<file path="config.mk">
export PLATFORM = sky130hd
export DESIGN_NAME = complex_horner_eval_deflate
export DESIGN_NICKNAME = d
export VERILOG_FILES = /design/src/rtl/chev_pkg.sv /design/src/rtl/chev_datapath.sv /design/src/rtl/chev_controller.sv /design/src/rtl/complex_horner_eval_deflate.sv
export SDC_FILE = /design/constraint.sdc
export NUM_CORES = 2
export LEC_CHECK = 0
export BUFFER_PORTS_ARGS = -buffer_cell sky130_fd_sc_hd__buf_2
export CAP_MARGIN = 20
export CORE_MARGIN = 4
export CORE_UTILIZATION = 52
export CTS_CLUSTER_DIAMETER = 30
export DETAILED_ROUTE_END_ITERATION = 8
export PLACE_DENSITY = 0.65
export SKIP_CTS_REPAIR_TIMING = 1
export SYNTH_ARGS = -nofsm -noshare
export SYNTH_HDL_FRONTEND = slang
export SYNTH_SLANG_ARGS = --single-unit
export TNS_END_PERCENT = 10
</file>
<file path="constraint.sdc">
create_clock -name clock -period 22.7 [get_ports clock]
set_clock_uncertainty 0.2 [all_clocks]
set_input_delay 1.135 -clock clock [delete_from_list [all_inputs] [get_ports clock]]
set_output_delay 1.135 -clock clock [all_outputs]
set_load 0.02 [all_outputs]
</file>
<file path="src/rtl/chev_pkg.sv">
// Shared types, constants and register indexes for the complex Horner block.
// Used by the controller, the datapath, the top level and the port checker.
package chev_pkg;

   // Number format: two's complement, Q16.16 by default.
   localparam int DATA_WIDTH      = 32;
   localparam int FRAC_BITS       = 16;
   localparam int PROD_WIDTH      = 2 * DATA_WIDTH;
   localparam int CSR_INDEX_WIDTH = 3;

   // Four real products make one complex product.
   localparam int PRODUCT_COUNT   = 4;
   localparam int TERM_IDX_WIDTH  = $clog2(PRODUCT_COUNT);
   localparam int STEP_WIDTH      = $clog2(PRODUCT_COUNT + 1);

   typedef logic signed [DATA_WIDTH-1:0] data_type;

   localparam data_type DATA_MAX  = data_type'({1'b0, {(DATA_WIDTH-1){1'b1}}});
   localparam data_type DATA_MIN  = data_type'({1'b1, {(DATA_WIDTH-1){1'b0}}});
   localparam data_type SCALE_ONE = data_type'(1) << FRAC_BITS;

   // Configuration register indexes.
   localparam logic [CSR_INDEX_WIDTH-1:0] CSR_MODE     = 3'd0;
   localparam logic [CSR_INDEX_WIDTH-1:0] CSR_POINT_RE = 3'd1;
   localparam logic [CSR_INDEX_WIDTH-1:0] CSR_POINT_IM = 3'd2;
   localparam logic [CSR_INDEX_WIDTH-1:0] CSR_SCALE_RE = 3'd3;
   localparam logic [CSR_INDEX_WIDTH-1:0] CSR_SCALE_IM = 3'd4;

   // Operating modes.
   localparam logic MODE_EVALUATE = 1'b0;
   localparam logic MODE_DEFLATE  = 1'b1;

   // Product slots: accumulator part times operand part.
   localparam logic [TERM_IDX_WIDTH-1:0] TERM_RR = 2'd0;
   localparam logic [TERM_IDX_WIDTH-1:0] TERM_II = 2'd1;
   localparam logic [TERM_IDX_WIDTH-1:0] TERM_RI = 2'd2;
   localparam logic [TERM_IDX_WIDTH-1:0] TERM_IR = 2'd3;

   typedef struct packed {
      data_type coef_re;
      data_type coef_im;
      logic     final_coef;
   } chev_req_type;

   typedef struct packed {
      data_type value_re;
      data_type value_im;
      logic     end_of_run;
   } chev_rsp_type;

   // Commands from the controller to the datapath.
   typedef struct packed {
      logic                      load_coef;
      logic                      load_acc_first;
      logic                      mul_issue;
      logic [TERM_IDX_WIDTH-1:0] mul_idx;
      logic                      sel_scale;
      logic                      term_capture;
      logic [TERM_IDX_WIDTH-1:0] term_idx;
      logic                      combine;
      logic                      update_acc;
      logic                      out_from_acc;
      logic                      out_from_cprod;
      logic                      out_last;
   } chev_cmd_type;

   // Status from the datapath to the controller.
   typedef struct packed {
      logic mode;
   } chev_status_type;

endpackage

</file>
<file path="src/rtl/chev_datapath.sv">
// Datapath of the complex Horner block: configuration registers, accumulator,
// shared multiplier with saturation, complex combine and the result register.
// Depends on chev_pkg.
module chev_datapath
   import chev_pkg::*;
(
   input  logic                       clock,
   input  logic                       reset,
   input  logic                       csr_write,
   input  logic [CSR_INDEX_WIDTH-1:0] csr_index,
   input  data_type                   csr_wdata,
   input  chev_req_type               req_payload,
   input  chev_cmd_type               cmd,
   output chev_status_type            status,
   output chev_rsp_type               rsp_payload
);

   // Saturate a sum that has one bit of headroom.
   function automatic data_type sat_sum(input logic signed [DATA_WIDTH:0] s);
      if (s[DATA_WIDTH] != s[DATA_WIDTH-1]) begin
         return s[DATA_WIDTH] ? DATA_MIN : DATA_MAX;
      end
      return data_type'(s[DATA_WIDTH-1:0]);
   endfunction

   logic                          mode_ff;
   data_type                      point_re_ff, point_im_ff;
   data_type                      scale_re_ff, scale_im_ff;
   data_type                      acc_re_ff, acc_im_ff;
   data_type                      coef_re_ff, coef_im_ff;
   logic signed [PROD_WIDTH-1:0]  prod_ff;
   logic signed [PROD_WIDTH-1:0]  prod_in;
   logic signed [PROD_WIDTH-1:0]  prod_shifted;
   logic [PROD_WIDTH-DATA_WIDTH:0] prod_top;
   data_type                      prod_sat;
   data_type                      term_ff [PRODUCT_COUNT];
   data_type                      cprod_re_ff, cprod_im_ff;
   data_type                      cprod_re_in, cprod_im_in;
   data_type                      acc_re_sum, acc_im_sum;
   data_type                      mul_a, mul_b, oper_re, oper_im;
   chev_rsp_type                  rsp_ff;

   // Configuration registers; a write to an unknown index is ignored.
   always_ff @(posedge clock) begin
      if (reset) begin
         mode_ff     <= MODE_EVALUATE;
         point_re_ff <= '0;
         point_im_ff <= '0;
         scale_re_ff <= SCALE_ONE;
         scale_im_ff <= '0;
      end else if (csr_write) begin
         unique case (csr_index)
            CSR_MODE:     mode_ff     <= csr_wdata[0];
            CSR_POINT_RE: point_re_ff <= csr_wdata;
            CSR_POINT_IM: point_im_ff <= csr_wdata;
            CSR_SCALE_RE: scale_re_ff <= csr_wdata;
            CSR_SCALE_IM: scale_im_ff <= csr_wdata;
            default: ;
         endcase
      end
   end

   assign status.mode = mode_ff;

   // Operand selection for the shared multiplier.
   always_comb begin
      oper_re = cmd.sel_scale ? scale_re_ff : point_re_ff;
      oper_im = cmd.sel_scale ? scale_im_ff : point_im_ff;
      mul_a   = (cmd.mul_idx == TERM_RR || cmd.mul_idx == TERM_RI) ? acc_re_ff : acc_im_ff;
      mul_b   = (cmd.mul_idx == TERM_RR || cmd.mul_idx == TERM_IR) ? oper_re : oper_im;
      prod_in = mul_a * mul_b;
   end

   // Full-precision product, registered before scaling.
   always_ff @(posedge clock) begin
      if (cmd.mul_issue) begin
         prod_ff <= prod_in;
      end
   end

   // Floor shift by the fraction width, then saturate to the data width.
   always_comb begin
      prod_shifted = prod_ff >>> FRAC_BITS;
      prod_top     = prod_shifted[PROD_WIDTH-1:DATA_WIDTH-1];
      if ((&prod_top) || !(|prod_top)) begin
         prod_sat = data_type'(prod_shifted[DATA_WIDTH-1:0]);
      end else begin
         prod_sat = prod_shifted[PROD_WIDTH-1] ? DATA_MIN : DATA_MAX;
      end
   end

   always_ff @(posedge clock) begin
      if (cmd.term_capture) begin
         term_ff[cmd.term_idx] <= prod_sat;
      end
   end

   // Complex combine: re = rr - ii, im = ri + ir.
   always_comb begin
      cprod_re_in = sat_sum({term_ff[TERM_RR][DATA_WIDTH-1], term_ff[TERM_RR]}
                          - {term_ff[TERM_II][DATA_WIDTH-1], term_ff[TERM_II]});
      cprod_im_in = sat_sum({term_ff[TERM_RI][DATA_WIDTH-1], term_ff[TERM_RI]}
                          + {term_ff[TERM_IR][DATA_WIDTH-1], term_ff[TERM_IR]});
      acc_re_sum  = sat_sum({cprod_re_ff[DATA_WIDTH-1], cprod_re_ff}
                          + {coef_re_ff[DATA_WIDTH-1], coef_re_ff});
      acc_im_sum  = sat_sum({cprod_im_ff[DATA_WIDTH-1], cprod_im_ff}
                          + {coef_im_ff[DATA_WIDTH-1], coef_im_ff});
   end

   always_ff @(posedge clock) begin
      if (cmd.combine) begin
         cprod_re_ff <= cprod_re_in;
         cprod_im_ff <= cprod_im_in;
      end
      if (cmd.load_coef) begin
         coef_re_ff <= req_payload.coef_re;
         coef_im_ff <= req_payload.coef_im;
      end
   end

   // Horner accumulator: loaded by a first coefficient, else updated.
   always_ff @(posedge clock) begin
      if (reset) begin
         acc_re_ff <= '0;
         acc_im_ff <= '0;
      end else if (cmd.load_acc_first) begin
         acc_re_ff <= req_payload.coef_re;
         acc_im_ff <= req_payload.coef_im;
      end else if (cmd.update_acc) begin
         acc_re_ff <= acc_re_sum;
         acc_im_ff <= acc_im_sum;
      end
   end

   // Result register: the previous accumulator or the scaled value.
   always_ff @(posedge clock) begin
      if (cmd.out_from_acc) begin
         rsp_ff.value_re   <= acc_re_ff;
         rsp_ff.value_im   <= acc_im_ff;
         rsp_ff.end_of_run <= cmd.out_last;
      end else if (cmd.out_from_cprod) begin
         rsp_ff.value_re   <= cprod_re_ff;
         rsp_ff.value_im   <= cprod_im_ff;
         rsp_ff.end_of_run <= 1'b1;
      end
   end

   assign rsp_payload = rsp_ff;

endmodule

</file>
<file path="src/rtl/chev_controller.sv">
// Controller of the complex Horner block: sequences the four products of each
// complex multiply, the combine, the accumulator update and the result transfer.
// Depends on chev_pkg.
module chev_controller
   import chev_pkg::*;
(
   input  logic            clock,
   input  logic            reset,
   input  logic            req_valid,
   output logic            req_ready,
   input  logic            final_coef,
   output logic            rsp_valid,
   input  logic            rsp_ready,
   input  chev_status_type status,
   output chev_cmd_type    cmd
);

   typedef enum logic [4:0] {
      ST_IDLE    = 5'b00001,
      ST_MUL     = 5'b00010,
      ST_COMBINE = 5'b00100,
      ST_UPDATE  = 5'b01000,
      ST_EMIT    = 5'b10000
   } state_type;

   state_type             state_ff, state_in;
   logic [STEP_WIDTH-1:0] step_ff, step_in, step_prev;
   logic                  in_progress_ff, in_progress_in;
   logic                  last_ff, last_in;
   logic                  sel_scale_ff, sel_scale_in;
   logic                  rsp_valid_ff, rsp_valid_in;
   logic                  accept, slot_free, rsp_load;

   assign accept    = req_valid && req_ready;
   assign slot_free = !rsp_valid_ff || rsp_ready;
   assign step_prev = step_ff - STEP_WIDTH'(1);

   // Next state and datapath commands.
   always_comb begin
      state_in       = state_ff;
      step_in        = step_ff;
      in_progress_in = in_progress_ff;
      last_in        = last_ff;
      sel_scale_in   = sel_scale_ff;
      rsp_load       = 1'b0;
      req_ready      = 1'b0;
      cmd            = '0;
      cmd.sel_scale  = sel_scale_ff;
      cmd.mul_idx    = step_ff[TERM_IDX_WIDTH-1:0];
      cmd.term_idx   = step_prev[TERM_IDX_WIDTH-1:0];
      cmd.out_last   = last_ff;

      unique case (state_ff)
         ST_IDLE: begin
            req_ready     = 1'b1;
            cmd.load_coef = accept;
            if (accept) begin
               in_progress_in = !final_coef;
               last_in        = final_coef;
               step_in        = '0;
               if (in_progress_ff) begin
                  // Horner step: multiply accumulator by the point.
                  sel_scale_in = 1'b0;
                  state_in     = ST_MUL;
               end else begin
                  // First coefficient seeds the accumulator.
                  cmd.load_acc_first = 1'b1;
                  if (status.mode == MODE_EVALUATE && final_coef) begin
                     sel_scale_in = 1'b1;
                     state_in     = ST_MUL;
                  end
               end
            end
         end

         ST_MUL: begin
            cmd.mul_issue    = (step_ff != STEP_WIDTH'(PRODUCT_COUNT));
            cmd.term_capture = (step_ff != '0);
            step_in          = step_ff + STEP_WIDTH'(1);
            if (step_ff == STEP_WIDTH'(PRODUCT_COUNT)) begin
               state_in = ST_COMBINE;
            end
         end

         ST_COMBINE: begin
            cmd.combine = 1'b1;
            state_in    = sel_scale_ff ? ST_EMIT : ST_UPDATE;
         end

         ST_UPDATE: begin
            // In deflate mode the old accumulator leaves in the same cycle.
            if (status.mode == MODE_EVALUATE || slot_free) begin
               cmd.update_acc   = 1'b1;
               cmd.out_from_acc = (status.mode == MODE_DEFLATE);
               rsp_load         = (status.mode == MODE_DEFLATE);
               if (status.mode == MODE_EVALUATE && last_ff) begin
                  sel_scale_in = 1'b1;
                  step_in      = '0;
                  state_in     = ST_MUL;
               end else begin
                  state_in = ST_IDLE;
               end
            end
         end

         ST_EMIT: begin
            if (slot_free) begin
               cmd.out_from_cprod = 1'b1;
               rsp_load           = 1'b1;
               state_in           = ST_IDLE;
            end
         end

         default: begin
            state_in = ST_IDLE;
         end
      endcase
   end

   // Result valid: set on a load, cleared by a transfer.
   always_comb begin
      if (rsp_load) begin
         rsp_valid_in = 1'b1;
      end else if (rsp_ready) begin
         rsp_valid_in = 1'b0;
      end else begin
         rsp_valid_in = rsp_valid_ff;
      end
   end

   always_ff @(posedge clock) begin
      if (reset) begin
         state_ff       <= ST_IDLE;
         step_ff        <= '0;
         in_progress_ff <= 1'b0;
         last_ff        <= 1'b0;
         sel_scale_ff   <= 1'b0;
         rsp_valid_ff   <= 1'b0;
      end else begin
         state_ff       <= state_in;
         step_ff        <= step_in;
         in_progress_ff <= in_progress_in;
         last_ff        <= last_in;
         sel_scale_ff   <= sel_scale_in;
         rsp_valid_ff   <= rsp_valid_in;
      end
   end

   assign rsp_valid = rsp_valid_ff;

endmodule

</file>
<file path="src/rtl/complex_horner_eval_deflate.sv">
// Top level of the complex Horner evaluator and deflater.
// Instantiates chev_controller and chev_datapath; depends on chev_pkg.
// Usage:
//  - Coefficients arrive on the req_ channel highest degree first, one complex
//    Q16.16 value per transfer; final_coef marks the constant term.
//  - Results leave on the rsp_ channel. Evaluate mode gives one result per
//    polynomial, the value times the scale. Deflate mode gives one quotient
//    coefficient per coefficient after the first; end_of_run marks the last.
//  - The user must write registers on the csr_ channel, always ready, only while
//    no item is in flight; the block does not enforce it. Unknown indexes are ignored.
// Sequence:
//  - A first coefficient seeds the accumulator. Every later coefficient passes
//    through accept, the shared multiplier issuing four products, combine and
//    accumulator update. The last coefficient in evaluate mode adds the scale
//    multiply and the result transfer. The single shared multiplier serves
//    every product, and no coefficient is taken until the last is through.
// Reset: synchronous; the block returns to idle, awaiting a first
// coefficient, with scale 1.0 and point 0.
// Stall: a result waits in the output register; the next coefficient is still
// taken, and the block only waits when a new result needs that register.
module complex_horner_eval_deflate
   import chev_pkg::*;
(
   input  logic                       clock,
   input  logic                       reset,
   input  logic                       req_valid,
   output logic                       req_ready,
   input  chev_req_type               req_payload,
   output logic                       rsp_valid,
   input  logic                       rsp_ready,
   output chev_rsp_type               rsp_payload,
   input  logic                       csr_valid,
   output logic                       csr_ready,
   input  logic [CSR_INDEX_WIDTH-1:0] csr_index,
   input  data_type                   csr_wdata
);

   chev_cmd_type    cmd;
   chev_status_type status;

   // Register writes are never stalled.
   assign csr_ready = 1'b1;

   chev_controller u_controller (
      .clock      (clock),
      .reset      (reset),
      .req_valid  (req_valid),
      .req_ready  (req_ready),
      .final_coef (req_payload.final_coef),
      .rsp_valid  (rsp_valid),
      .rsp_ready  (rsp_ready),
      .status     (status),
      .cmd        (cmd)
   );

   chev_datapath u_datapath (
      .clock       (clock),
      .reset       (reset),
      .csr_write   (csr_valid),
      .csr_index   (csr_index),
      .csr_wdata   (csr_wdata),
      .req_payload (req_payload),
      .cmd         (cmd),
      .status      (status),
      .rsp_payload (rsp_payload)
   );

endmodule

</file>
# Word level (Yosys, flattened, before mapping)
# Memory sizes are Yosys's and may differ from the RTL's.
# Cells that the tools add are included.
# word_totals
reg_bits	462
latchBits	0
ramBits	128
mem_bits_ro	0
in_bits	105
out_inout_bits	68
wordCells	147
memories	1
# op_classes
n_addsub	6
mul	1
div_mod_pow	0
order_cmp	0
n_eq_ne	23
shift	0
muxes	64
bitwise_logic	1
n_reduce_logical	30
# mem_list
name	depth	word_bits	read_ports	rd_clocked_by_memory_dff	write_ports	line_no	text
u_datapath.term_ff	4	32	4	0	1	chev_datapath.sv:36	data_type term_ff [PRODUCT_COUNT];
# ops
operator	count
two-way mux 32 bit	22
two-way mux 65 bit	2
adder 32 x 32 -> 33 bit	3
multiplier 32 x 32 -> 64 bit	1
two-way mux 5 bit	7
subtractor 32 x 32 -> 33 bit	1
case mux 5 bit (5 select lines)	1
two-way mux 1 bit	22
AND reduction 17 bit	1
OR reduction 17 bit	1
AND reduction 2 bit	6
!= test 2 x 1 -> 1 bit, second input constant	5
AND reduction 5 bit	2
two-way mux 3 bit	3
case mux 3 bit (3 select lines)	1
two-way mux 2 bit	4
nonzero test 2 bit	4
equality test 3 x 2 -> 1 bit, second input constant	2
equality test 3 bit, second input constant	2
nonzero test 3 bit	2
equality test 5 x 1 -> 1 bit, second input constant	1
equality test 5 x 2 -> 1 bit, second input constant	1
equality test 5 x 3 -> 1 bit, second input constant	1
equality test 5 x 4 -> 1 bit, second input constant	1
other kinds (16)	29

# Longest topological paths before layout
# logic_depth
word_depth	7
mapped_depth	37
depth_no_buf	33

# Modules after synthesis
# Synthesis repeated with hierarchy kept, for this count alone.
# unflattened
cells_unflattened	6556
area_unflattened_um2	63669.8
# modules_own_cells
module	instances	cells_each	area_per_inst_um2	seq_area_each_um2
chev_datapath	1	6460	62870.3	14944.3
chev_controller	1	94	788.3	240.2
complex_horner_eval_deflate	1	2	11.3	0.0

# Least setup slack after synthesis
# No wires, ideal clock.
# synth_path
path_kind	register -> register
from	register u_controller.step_ff[0]
to	register u_datapath.prod_ff[63] (data pin)
setup_time_ns	0.261
t_arrival_ns	9.096
t_required_ns	22.239
slack_ns	13.143
path_stages_with_launch	30
path_buffers	4
period_less_slack_ns	9.557
path_cell_list	dfxtp_1 inv_1 ha_1 buf_4 buf_1 clkbuf_1 mux4_2 clkbuf_1 and2_1 fa_1 fa_1 fa_1 fa_1 inv_1 fa_1 inv_1 fa_1 fa_1 fa_1 ha_1 a21o_1 a21oi_1 nor2b_1 o21ai_0 nand2b_1 a21oi_1 o211ai_1 o21ai_0 mux2i_1 a211oi_1
# synth_between
elab_chain_len	4
elab_cells_between_ends	8
classes_between	1 x mul; 2 x eq/ne; 2 x mux; 3 x reduce/logical
# synth_rtl
element	line_no	text
start: declaration	chev_controller.sv:27	logic [STEP_WIDTH-1:0] step_ff, step_in, step_prev;
start signal: assignment	chev_controller.sv:141	step_ff <= step_in;
equality test 2 bit, or another cell as far along	chev_datapath.sv:69	mul_a = (cmd.mul_idx == TERM_RR || cmd.mul_idx == TERM_RI) ? acc_re_ff : acc_im_ff;
logical OR 1 bit, on equally long branches	chev_datapath.sv:69, chev_datapath.sv:70	
two-way mux 32 bit, on equally long branches	chev_datapath.sv:69, chev_datapath.sv:70	
multiplier 32 x 32 -> 64 bit (*)	chev_datapath.sv:71	prod_in = mul_a * mul_b;
net u_datapath.prod_in[63]	chev_datapath.sv:32	logic signed [PROD_WIDTH-1:0] prod_in;
end signal: assignment	chev_datapath.sv:77	prod_ff <= prod_in;
end: declaration	chev_datapath.sv:31	logic signed [PROD_WIDTH-1:0] prod_ff;
# Mark *: on every way through the listed nets, which the timed path passes. The rest lies on a longest branch.
# A chain may end at the register's enable or synchronous reset.

# Worst setup path after layout
# layout_path
from	register u_controller.step_ff[0]
to	register u_datapath.prod_ff[58] (data pin)
# The elaborated chain is that of the path after synthesis.

==> summary.txt <==
Clock network
  – Reg clk slew, reported paths: about 0.05 ns
  – TritonCTS Sinks: between 500 and 600
  – CTS buffer count: slightly below 100
  – H-tree depth: 3
  – Maximum clock insertion buffer count: 3
  – CTS root buf: clkbuf_16
  – CTS tree: done
  – Worst-skew pair later-pin latency: between 0.7 and 0.8 ns

Pwr
  – Cell Pwr Density: roughly 110 nW/um^2
  – Switch share: 47.7%
  – Comb power frac: approximately 62%
  – P_leak: just over 0.03 uW
  – Clock share of power: 19.9%
  – Peak supply drop: approximately 0.00031 V
  – P_sw: 3650 uW
  – P_int: around 4000 uW
  – Reg power frac: approximately 18%

Worst setup path
  – R2r setup slk: approximately 12 ns
  – Arr. time, crit path: between 10 and 15 ns
  – RR Endpoint: u_datapath.prod_ff[58]$_DFFE_PP_
  – Worst setup EP type: register
  – Startpoint types: register
  – Slowest cell on the critical path: mux2i_4
  – RR Startpoint: u_controller.step_ff[0]$_SDFFE_PP0P_
  – CP startpoint: u_controller.step_ff[0]$_SDFFE_PP0P_
  – Worst path most repeated cell: fa_1
  – CP Class: register to register
  – CP max stage delay: 0.94 ns
  – Reg2reg path depth: 29
  – Crit path required time: between 20 and 25 ns
  – Setup crit end: u_datapath.prod_ff[58]$_DFFE_PP_
  – Crit-path max FO: 48

Logic synthesis
  – Asr flop ratio synth: 0%
  – Top-count cell post-synth: fa_1
  – Yosys cell types: just over 90
  – EDFF count, synth: 369
  – Mapped Cells: between 6000 and 7000
  – Post-synth top area share: about a third
  – Largest cells by area after synthesis: fa_1 (34%), edfxtp_1 (17%), dfxtp_1 (6.5%)
  – Synth Net Count: between 7000 and 8000
  – Yosys top cell by area: fa_1
  – Sequential-to-total area share from yosys stat: around a quarter
  – Top cells by count, synth: fa_1 (1085), inv_1 (1053), nand2_1 (980)
  – Post-synth top flop: edfxtp_1
  – Seq cells post-synth: between 500 and 600
  – Synthesized area: 63300 sq um
  – Avg Inst Size Synth: 9.84 sq um
  – Yosys warning count: 0

Final layout
  – Area Overhead vs Synth: 9.67%
  – Fin util: between 50 and 60%
  – # nets final: between 7000 and 8000
  – Fillers: 10500
  – Post-route cell area: between 60000 and 70000 sq um
  – Fraction of layout cells with a size suffix above 1: about a tenth

Global route
  – First-pass GRT wire length: between 300000 and 400000 um
  – Largest net degree at the start of global routing: 103
  – Grt total ovfl: 0
  – All-layer global routing usage: between 30% and 40%
  – Number of global-route vias before repair: just under 50000
  – Initial antenna violation count: 10

Hold path
  – Worst hold path type: register to register

Timing
  – Final setup vio count: 0
  – Slew headroom: between 10% and 20%
  – Max Fclk: about 90 MHz
  – Final max-slew violation count: 0
  – Tcrit/Tclk final: about half
  – RSZ-0062 raised after global routing: false
  – Final Hold Vio Count: 0
  – Worst-Margin Slew: 1.23 ns
  – Total Neg Setup Slack: 0 ns
  – Final worst path period need: between 10 and 15 ns

Die
  – Core box area: approximately 120000 sq um
  – Die area: 127000 sq um
  – Ports: 173
  – Die height: ~360 um
  – Row cnt: around 130
  – Chip width: 357 um
  – Starting density of the core: between 50% and 60%

Detailed routing
  – Antenna-violating nets left: 0
  – DR vias/cell: ~5.8
  – DRT Wirelength: roughly 200000 um
  – Via Count: approximately 48000
  – First-pass detailed-route iteration total: 6
  – Wirelength per Cell: 24.4 um
  – Drc violations: 0
  – DR iter-0 viols: approximately 4200

Run
  – MaxCap Viol Count: 0

Place
  – Placer Congestion: 0.965
  – Dpl hpwl: about 150000 um
  – Placed cell areas: ~66000 sq um
  – IO buf count: about 170

Outcome
  – Status: complete, no violations
-- how the worst min path moves through the flow --
stage / endpoint / start / depth (start not counted) / slack, ns
floorplan: u_datapath.point_im_ff[10]$_SDFFE_PP0P_ / u_datapath.point_im_ff[10]$_SDFFE_PP0P_ / 2 / 0.23
global placement: u_datapath.point_im_ff[23]$_SDFFE_PP0P_ / u_datapath.point_im_ff[23]$_SDFFE_PP0P_ / 2 / 0.24
detailed placement: u_datapath.point_im_ff[13]$_SDFFE_PP0P_ / u_datapath.point_im_ff[13]$_SDFFE_PP0P_ / 2 / 0.24
CTS: u_datapath.point_im_ff[13]$_SDFFE_PP0P_ / u_datapath.point_im_ff[13]$_SDFFE_PP0P_ / 2 / 0.25
global route: u_datapath.scale_re_ff[14]$_SDFFE_PP0P_ / u_datapath.scale_re_ff[14]$_SDFFE_PP0P_ / 2 / 0.27
finish: u_datapath.point_re_ff[11]$_SDFFE_PP0P_ / u_datapath.point_re_ff[11]$_SDFFE_PP0P_ / 2 / 0.25
-- cell type report --
cell class | instances | area, sq um | share of cell area [%]
clock inverters | 69 | 812 | 1.17
clock buffers | 118 | 2660 | 3.83
well taps | 1612 | 2020 | 2.90
repair buffers | 254 | 1490 | 2.15
multi-input cells | 4508 | 43300 | 62.4
inverters | 1053 | 3950 | 5.69
diodes | 4 | 10.0 | 0.0144
flip-flops and latches | 574 | 15200 | 21.9
-- through the flow --
step                hold slack [ns]  total power [uW]  std cells  setup slack, ns
floorplan                     0.233              4570       6439            13.14
global placement              0.239              6010       8000            11.99
detailed placement            0.244              6080       8000            11.79
CTS                           0.252              7640       8187            11.78
global route                  0.266              8190       8191            11.13
finish                        0.250              7650       8192            11.54
-- flip-flops by register name (all words and copies together) (netlist names) --
register,count
u_controller.sel_scale_ff,1
u_controller.state_ff,5
u_datapath.acc_im_ff,32
u_datapath.prod_ff,48
u_controller.step_ff,3
u_datapath.coef_im_ff,32
u_datapath.rsp_payload,65
u_controller.in_progress_ff,1
u_datapath.point_re_ff,32
u_datapath.cprod_im_ff,32
u_datapath.cprod_re_ff,32
u_controller.last_ff,1
u_datapath.scale_re_ff,32
u_datapath.acc_re_ff,32
u_datapath.status,1
u_datapath.point_im_ff,32
u_datapath.scale_im_ff,32
u_datapath.coef_re_ff,32
u_controller.rsp_valid,1
u_datapath.term_ff,128
-- kinds of logic after synthesis --
group	after synthesis	share of synthesized area [%]
mux	188	3.41
buf+inv	1357	8.15
flops	574	24.0
simple gates	1839	12.0
fa+ha+maj	1415	40.7
other cells	1	0.00592
xor+xnor	158	2.21
compound gates	907	9.53
-- power by group through the flow --
stage	combinational, uW	clock (uW)	sequential, uW
floorplan	3200	0	1370
global placement	4590	0	1410
detailed placement	4660	0	1410
global route	5200	1590	1400
CTS	4710	1540	1390
finish	4730	1530	1390
-- critical path, delay by kind of cell, from the launching register on --
kind | cells | cell delay, ns
AOI/OAI and AO/OA | 6 | 1.74
adders and majority gates | 10 | 4.79
buffers and inverters | 6 | 1.14
DFF | 1 | 0.39
muxes | 1 | 0.94
and+or+nand+nor | 6 | 1.62
-- routing by layer --
| layer | wire (um) | GRT usage (%) | up-vias |
|---|---|---|---|
| met1 | 77700 | 41.4 | 24300 |
| met2 | 91000 | 50.8 | 2254 |
| met3 | 19000 | 7.65 | 582 |
| met5 | 7 | 0 | - |
| li1 | - | - | 20600 |
| met4 | 12200 | 15.6 | 2 |
-- cells in the final DEF, fill, tap and decap left out, types with 38 or more instances in the layout --
| cell | Yosys | layout |
|---|---|---|
| a21oi_1 | 273 | 272 |
| edfxtp_1 | 369 | 369 |
| dfxtp_1 | 205 | 204 |
| xor2_1 | 51 | 51 |
| clkbuf_16 | 0 | 100 |
| o21ai_0 | 192 | 184 |
| nor2_1 | 584 | 580 |
| fa_1 | 1085 | 1085 |
| o21a_1 | 55 | 54 |
| mux2_2 | 119 | 119 |
| and2_1 | 57 | 55 |
| buf_4 | 5 | 82 |
| ha_1 | 314 | 313 |
| nand2_1 | 980 | 980 |
| inv_1 | 1053 | 1052 |
| a21o_1 | 135 | 135 |
| mux2i_1 | 58 | 38 |
| xnor2_1 | 105 | 105 |
| buf_2 | 15 | 170 |
(Power assumes the default switching activity.)
